[config.mk]
export PLATFORM = sky130hd
export DESIGN_NAME = median_of_set
export DESIGN_NICKNAME = d
export VERILOG_FILES = /design/src/sv/mos_pkg.sv /design/src/sv/median_of_set.sv
export SDC_FILE = /design/constraint.sdc
export NUM_CORES = 2
export LEC_CHECK = 0
export BUFFER_PORTS_ARGS = -buffer_cell sky130_fd_sc_hd__buf_4
export CORE_UTILIZATION = 41
export CTS_CLUSTER_SIZE = 20
export DETAILED_ROUTE_END_ITERATION = 16
export GPL_TIMING_DRIVEN = 0
export PLACE_DENSITY = 0.56
export SETUP_SLACK_MARGIN = 0.1
export SYNTH_ARGS = -nofsm -noshare
export SYNTH_HDL_FRONTEND = slang
export SYNTH_SLANG_ARGS = --single-unit
[constraint.sdc]
create_clock -name clk_i -period 11.05 [get_ports clk_i]
set_clock_uncertainty 0.1 [all_clocks]
set_input_delay 2.21 -clock clk_i [delete_from_list [all_inputs] [get_ports clk_i]]
set_output_delay 2.21 -clock clk_i [all_outputs]
set_load 0.01 [all_outputs]
[src/sv/mos_pkg.sv]
package mos_pkg;

  localparam int unsigned MaxItems = 64;
  localparam int unsigned AddrW    = $clog2(MaxItems);
  localparam int unsigned CountW   = $clog2(MaxItems + 1);
  localparam int unsigned DataW    = 32;

  typedef logic [AddrW-1:0]  addr_t;
  typedef logic [CountW-1:0] count_t;

  typedef enum logic [1:0] {
    StOk      = 2'd0,
    StTooFew  = 2'd1,
    StTooMany = 2'd2
  } status_e;

endpackage

[src/sv/median_of_set.sv]
// Insert: a value is placed in sorted order by walking down from the top of the set;
// each stored value larger than it is shifted up one slot. The first value of a set, or
// one that finds the store full, is taken in the idle state. One read-compare-write per shifted entry.
// Set end: for a valid set the middle entry or pair is read and the result register loaded;
// the result then waits in SEmit while the previous result is still held in the output register.
// Reset clears count, overflow flag, FSM and output valid; the sample memory needs no clearing.
module median_of_set (
  input  logic                               clk_i,
  input  logic                               rst_ni,
  input  logic                               in_valid_i,
  output logic                               in_ready_o,
  input  logic signed [mos_pkg::DataW-1:0]   sample_value_i,
  input  logic                               is_last_i,
  output logic                               out_valid_o,
  input  logic                               out_ready_i,
  output logic signed [mos_pkg::DataW-1:0]   median_value_o,
  output logic        [1:0]                  status_o
);

  typedef enum logic [2:0] {
    SIdle,
    SScan,
    SPlace,
    SFinish,
    SRd1,
    SRd2,
    SEmit
  } state_e;

  state_e                           state_q;
  mos_pkg::count_t                  count_q;
  logic                             ovf_q;
  mos_pkg::addr_t                   pos_q;
  logic signed [mos_pkg::DataW-1:0] val_q;
  logic                             last_q;
  logic signed [mos_pkg::DataW-1:0] a_q;
  logic signed [mos_pkg::DataW-1:0] med_q;
  mos_pkg::status_e                 status_q;
  logic                             out_valid_q;
  logic signed [mos_pkg::DataW-1:0] out_med_q;
  mos_pkg::status_e                 out_status_q;

  logic signed [mos_pkg::DataW-1:0] mem [mos_pkg::MaxItems];
  logic signed [mos_pkg::DataW-1:0] rdata_q;
  logic                             we;
  mos_pkg::addr_t                   waddr;
  logic signed [mos_pkg::DataW-1:0] wdata;
  logic                             re;
  mos_pkg::addr_t                   raddr;

  logic                             in_xfer;
  logic                             full;
  mos_pkg::addr_t                   half;
  logic                             even;
  logic                             emit_ok;
  logic        [mos_pkg::DataW:0]   pair_sum;

  assign in_ready_o = (state_q == SIdle);
  assign in_xfer    = in_valid_i && in_ready_o;
  assign full       = (count_q == mos_pkg::count_t'(mos_pkg::MaxItems));
  assign half       = count_q[mos_pkg::CountW-1:1];
  assign even       = ~count_q[0];
  assign emit_ok    = !out_valid_q || out_ready_i;
  assign pair_sum   = {a_q[mos_pkg::DataW-1], a_q} + {rdata_q[mos_pkg::DataW-1], rdata_q};

  assign out_valid_o    = out_valid_q;
  assign median_value_o = out_med_q;
  assign status_o       = out_status_q;

  // memory port control
  always_comb begin
    we    = 1'b0;
    waddr = pos_q;
    wdata = val_q;
    re    = 1'b0;
    raddr = pos_q;
    unique case (state_q)
      SIdle: begin
        if (in_xfer && !full) begin
          if (count_q == '0) begin
            we    = 1'b1;
            waddr = '0;
            wdata = sample_value_i;
          end else begin
            re    = 1'b1;
            raddr = count_q[mos_pkg::AddrW-1:0] - 1'b1;
          end
        end
      end
      SScan: begin
        we    = 1'b1;
        waddr = pos_q;
        if (rdata_q > val_q) begin
          wdata = rdata_q;
          if (pos_q != mos_pkg::addr_t'(1)) begin
            re    = 1'b1;
            raddr = pos_q - mos_pkg::addr_t'(2);
          end
        end else begin
          wdata = val_q;
        end
      end
      SPlace: begin
        we    = 1'b1;
        waddr = '0;
        wdata = val_q;
      end
      SFinish: begin
        if (!ovf_q && count_q >= mos_pkg::count_t'(2)) begin
          re    = 1'b1;
          raddr = even ? half - 1'b1 : half;
        end
      end
      SRd1: begin
        if (even) begin
          re    = 1'b1;
          raddr = half;
        end
      end
      SRd2, SEmit: begin
      end
      default: begin
      end
    endcase
  end

  always_ff @(posedge clk_i) begin
    if (we) begin
      mem[waddr] <= wdata;
    end
    if (re) begin
      rdata_q <= mem[raddr];
    end
  end

  always_ff @(posedge clk_i) begin
    if (in_xfer) begin
      val_q  <= sample_value_i;
      last_q <= is_last_i;
    end
  end

  always_ff @(posedge clk_i or negedge rst_ni) begin
    if (!rst_ni) begin
      state_q      <= SIdle;
      count_q      <= '0;
      ovf_q        <= 1'b0;
      pos_q        <= '0;
      a_q          <= '0;
      med_q        <= '0;
      status_q     <= mos_pkg::StOk;
      out_valid_q  <= 1'b0;
      out_med_q    <= '0;
      out_status_q <= mos_pkg::StOk;
    end else begin
      // the emit state loads the next result itself
      if (out_valid_q && out_ready_i && state_q != SEmit) begin
        out_valid_q <= 1'b0;
      end
      unique case (state_q)
        SIdle: begin
          if (in_xfer) begin
            if (full) begin
              ovf_q   <= 1'b1;
              state_q <= is_last_i ? SFinish : SIdle;
            end else if (count_q == '0) begin
              count_q <= count_q + 1'b1;
              state_q <= is_last_i ? SFinish : SIdle;
            end else begin
              pos_q   <= count_q[mos_pkg::AddrW-1:0];
              state_q <= SScan;
            end
          end
        end
        SScan: begin
          if (rdata_q > val_q) begin
            // shift entry up one slot and keep walking down
            pos_q <= pos_q - 1'b1;
            if (pos_q == mos_pkg::addr_t'(1)) begin
              state_q <= SPlace;
            end
          end else begin
            count_q <= count_q + 1'b1;
            state_q <= last_q ? SFinish : SIdle;
          end
        end
        SPlace: begin
          count_q <= count_q + 1'b1;
          state_q <= last_q ? SFinish : SIdle;
        end
        SFinish: begin
          med_q <= '0;
          priority if (ovf_q) begin
            status_q <= mos_pkg::StTooMany;
            state_q  <= SEmit;
          end else if (count_q < mos_pkg::count_t'(2)) begin
            status_q <= mos_pkg::StTooFew;
            state_q  <= SEmit;
          end else begin
            status_q <= mos_pkg::StOk;
            state_q  <= SRd1;
          end
        end
        SRd1: begin
          if (even) begin
            a_q     <= rdata_q;
            state_q <= SRd2;
          end else begin
            med_q   <= rdata_q;
            state_q <= SEmit;
          end
        end
        SRd2: begin
          med_q   <= pair_sum[mos_pkg::DataW:1];
          state_q <= SEmit;
        end
        SEmit: begin
          if (emit_ok) begin
            out_valid_q  <= 1'b1;
            out_med_q    <= med_q;
            out_status_q <= status_q;
            count_q      <= '0;
            ovf_q        <= 1'b0;
            state_q      <= SIdle;
          end
        end
        default: begin
          state_q <= SIdle;
        end
      endcase
    end
  end

`ifndef SYNTHESIS
  a_count_bound: assert property (@(posedge clk_i) disable iff (!rst_ni)
    count_q <= mos_pkg::count_t'(mos_pkg::MaxItems))
    else $error("sample count above capacity");

  a_ovf_only_full: assert property (@(posedge clk_i) disable iff (!rst_ni)
    ovf_q |-> full)
    else $error("overflow flag set with store not full");

  a_scan_pos: assert property (@(posedge clk_i) disable iff (!rst_ni)
    (state_q == SScan) |-> ({1'b0, pos_q} <= count_q && pos_q != '0))
    else $error("insert position out of range");

  a_emit_clears: assert property (@(posedge clk_i) disable iff (!rst_ni)
    (state_q == SEmit && emit_ok) |=> (count_q == '0 && !ovf_q && out_valid_q))
    else $error("set state not cleared after result");
`endif

endmodule
==> flow_summary_export.csv <==
group,metric,value,unit
outcome,status,"completed",
detailed_routing,vias,62000,
timing,tightest_slew,1.48,ns
worst_setup_path,end_kind,"register",
timing,tns,0,ns
place,dp_hpwl,222000,um
global_routing,grt-busiest-layer,"met2",
min_path,hold_path_depth,2,
timing,slew_violations,0,
clocking,hold_buffers,0,
yosys,syn_avg_cell_area,13.1,sq um
clocking,clk_latency,0.90,ns
global_routing,antenna_found_initial,21,
timing,rsz0062_at_grt,"no",
worst_setup_path,arrival,9.00,ns
detailed_routing,antenna_left,0,
place,io_buffers,71,
floorplan,core-area,222000,sq um
global_routing,grt_pass1_vias,57600,
yosys,yosysSeqAreaShare,0.724,
finish,layout_commonest_cell,"edfxtp_1",
min_path,hold_path_end,"status_q[1]$_DFFE_PN0P_",
worst_setup_path,cp_max_fo,34,
finish,final_cell_mix,"2113 x edfxtp_1, 1587 x nand2_1, 494 x nand3_1",
clocking,clkTransAtPathRegs,0.06,ns
yosys,synthTopCellsByArea,"edfxtp_1 69%, nand2_1 6.5%, dfrtp_1 3.2%",
detailed_routing,drcViolationCount,0,
clocking,cts-resized-gates,0,
worst_setup_path,startpoint_type,"primary input",
timing,setup_viol,0,
detailed_routing,wl,316000,um
place,gp_congestion,0.945,
global_routing,grtUsageTotal,0.276,
global_routing,gr-usage-met3,0.0544,
global_routing,grt_pass1_wl,438000,um
place,post_dp_cell_area,98600,sq um
worst_setup_path,r2r_cells,19,
flow_run,drv_cap,0,
timing,max-slew-margin-rel,0.0113,
detailed_routing,dr.pass1.iters,6,
timing,fin_crit_sh,0.770,
min_path,hp-class,"reg2reg",
timing,fmax,0.118,GHz
worst_setup_path,critPathKind,"in2reg",
yosys,synth_top_area_share,0.692,
finish,nFillCells,19600,
timing,post-route-min-period,8.51,ns
yosys,synth_area,91700,sq um
yosys,synth_flop_cell,"edfxtp_1",
min_path,worstHoldStart,"status_q[1]$_DFFE_PN0P_",
worst_setup_path,rr_endpoint,"rdata_q[15]$_DFFE_PP_",
finish,stdcell_area,106000,sq um
global_routing,grt_overflow,0,
clocking,cts_max_level,4,
clocking,cts_tree,"yes",
timing,hold_viol,0,
clocking,clock_sinks,2231,
floorplan,row_count,173,
yosys,ys_warn_count,0,
clocking,root_buffer,"clkbuf_16",
yosys,syn-num-nets,7128,
floorplan,start_util,0.413,
yosys,ys_types,92,
place,placed_cells,10200,
clocking,cts_made_buffers,224,
yosys,ys_seq_elements,2231,
finish,fin_nets,7518,
floorplan,dieArea,226000,sq um
global_routing,met2_usage,0.412,
detailed_routing,drt-initial-drc-count,8722,
detailed_routing,via_per_inst,5.86,
timing,setup_ws,2.54,ns
floorplan,dieWidth,475,um
clocking,clockBufferDepth,3,
worst_setup_path,r2r_start,"count_q[0]$_DFFE_PN0P_",
yosys,synth_edf_count,2113,
clocking,cts_setup_buffers,0,
finish,fin_cells,10600,
worst_setup_path,cp.required,11.54,ns
yosys,async_reset_ff_frac,0.0529,
floorplan,ios,73,
global_routing,globalRouteMet1Util,0.386,
yosys,synth_cells,7017,
detailed_routing,wl_per_cell,29.8,um
place,place_ws,1.84,ns
yosys,synth_top_area_cell,"edfxtp_1",
finish,drive_gt1_frac,0.110,
finish,syn_to_final_growth,15.3,%
global_routing,grt_max_degree,92,
floorplan,die_height,475,um
worst_setup_path,r2r_slack,2.59,ns
stage by stage:
step / utilization / hold slack (ns)
after detailed placement: 0.443 / 0.368
after floorplan: - / 0.340
after global placement: 0.432 / 0.365
final: 0.476 / 0.381
after global routing: 0.476 / 0.416
after CTS: 0.476 / 0.383
state kept, by name (all words and copies together), names as in the netlist:
| name | cells |
|---|---|
| status_q | 2 |
| rdata_q | 32 |
| status_o | 2 |
| med_q | 32 |
| ovf_q | 1 |
| a_q | 32 |
| count_q | 7 |
| out_valid_o | 1 |
| median_value_o | 32 |
| pos_q | 6 |
| last_q | 1 |
| mem | 2048 |
| state_q | 3 |
| val_q | 32 |
worst max-delay path, cell delays in order:
cell,delay (ns)
clkbuf_1,0.21
nand2_2,0.16
clkinv_2,0.53
o21ai_4,0.37
o221ai_2,0.15
a221oi_1,0.66
nor2_1,0.27
a21oi_1,0.24
buf_2,0.57
buf_4,0.35
buf_2,0.45
buf_2,0.35
nand3_1,0.13
a311oi_1,1.07
nand4_1,0.74
a21o_1,0.48
metal layers:
| metal | routed length [um] | part of all wire |
|---|---|---|
| met2 | 139000 | 0.44 |
| met4 | 16600 | 0.053 |
| met5 | 29 | 0.000092 |
| met1 | 129000 | 0.41 |
| met3 | 31500 | 0.10 |
cells by family (layout without fill, tap and decap cells):
| group | after synthesis | in the layout | synth area share |
|---|---|---|---|
| other cells | 0 | 7 | 0 |
| flops | 2231 | 2231 | 0.724 |
| xor+xnor | 39 | 39 | 0.00372 |
| mux | 231 | 231 | 0.0261 |
| simple gates | 2710 | 2710 | 0.127 |
| compound gates | 1184 | 1184 | 0.0825 |
| fa+ha+maj | 74 | 74 | 0.0102 |
| buf+inv | 548 | 1124 | 0.0264 |
how the worst max path moves through the flow:
stage	from	to	slack (ns)	cells after the start
finish	in_valid_i	rdata_q[15]$_DFFE_PP_	2.54	16
global route	count_q[0]$_DFFE_PN0P_	rdata_q[21]$_DFFE_PP_	2.65	19
CTS	in_valid_i	rdata_q[15]$_DFFE_PP_	2.80	16
detailed placement	in_valid_i	rdata_q[15]$_DFFE_PP_	1.84	16
global placement	in_valid_i	rdata_q[16]$_DFFE_PP_	1.81	16
floorplan	in_valid_i	rdata_q[10]$_DFFE_PP_	5.55	18
synth_stat cells (45+ instances only):
master / n
edfxtp_1: 2113
nand2_1: 1587
nand3_1: 494
a21oi_1: 410
nor2_1: 282
clkbuf_1: 248
o21ai_0: 185
mux2i_1: 164
buf_2: 142
a31oi_1: 127
and3_1: 124
dfrtp_1: 118
nand4_1: 100
a211oi_1: 89
inv_1: 83
ha_1: 73
mux2_2: 67
a22oi_1: 53
a21o_1: 51
a311oi_1: 45
final cells by class:
| type | count | area, sq um | share of cell area |
|---|---|---|---|
| Clock inverter | 127 | 1280 | 0.0121 |
| Tap cell | 2975 | 3720 | 0.0352 |
| Clock buffer | 285 | 5890 | 0.0557 |
| Buffer | 463 | 2100 | 0.0199 |
| Inverter | 85 | 380 | 0.00360 |
| Antenna cell | 7 | 17.5 | 0.000166 |
| Sequential cell | 2231 | 66400 | 0.628 |
| Multi-Input combinational cell | 4238 | 23400 | 0.221 |
| Timing Repair Buffer | 164 | 2530 | 0.0240 |
Power is not shown: default switching activity piles up to over one toggle a cycle in this logic, so the estimate is an artifact.
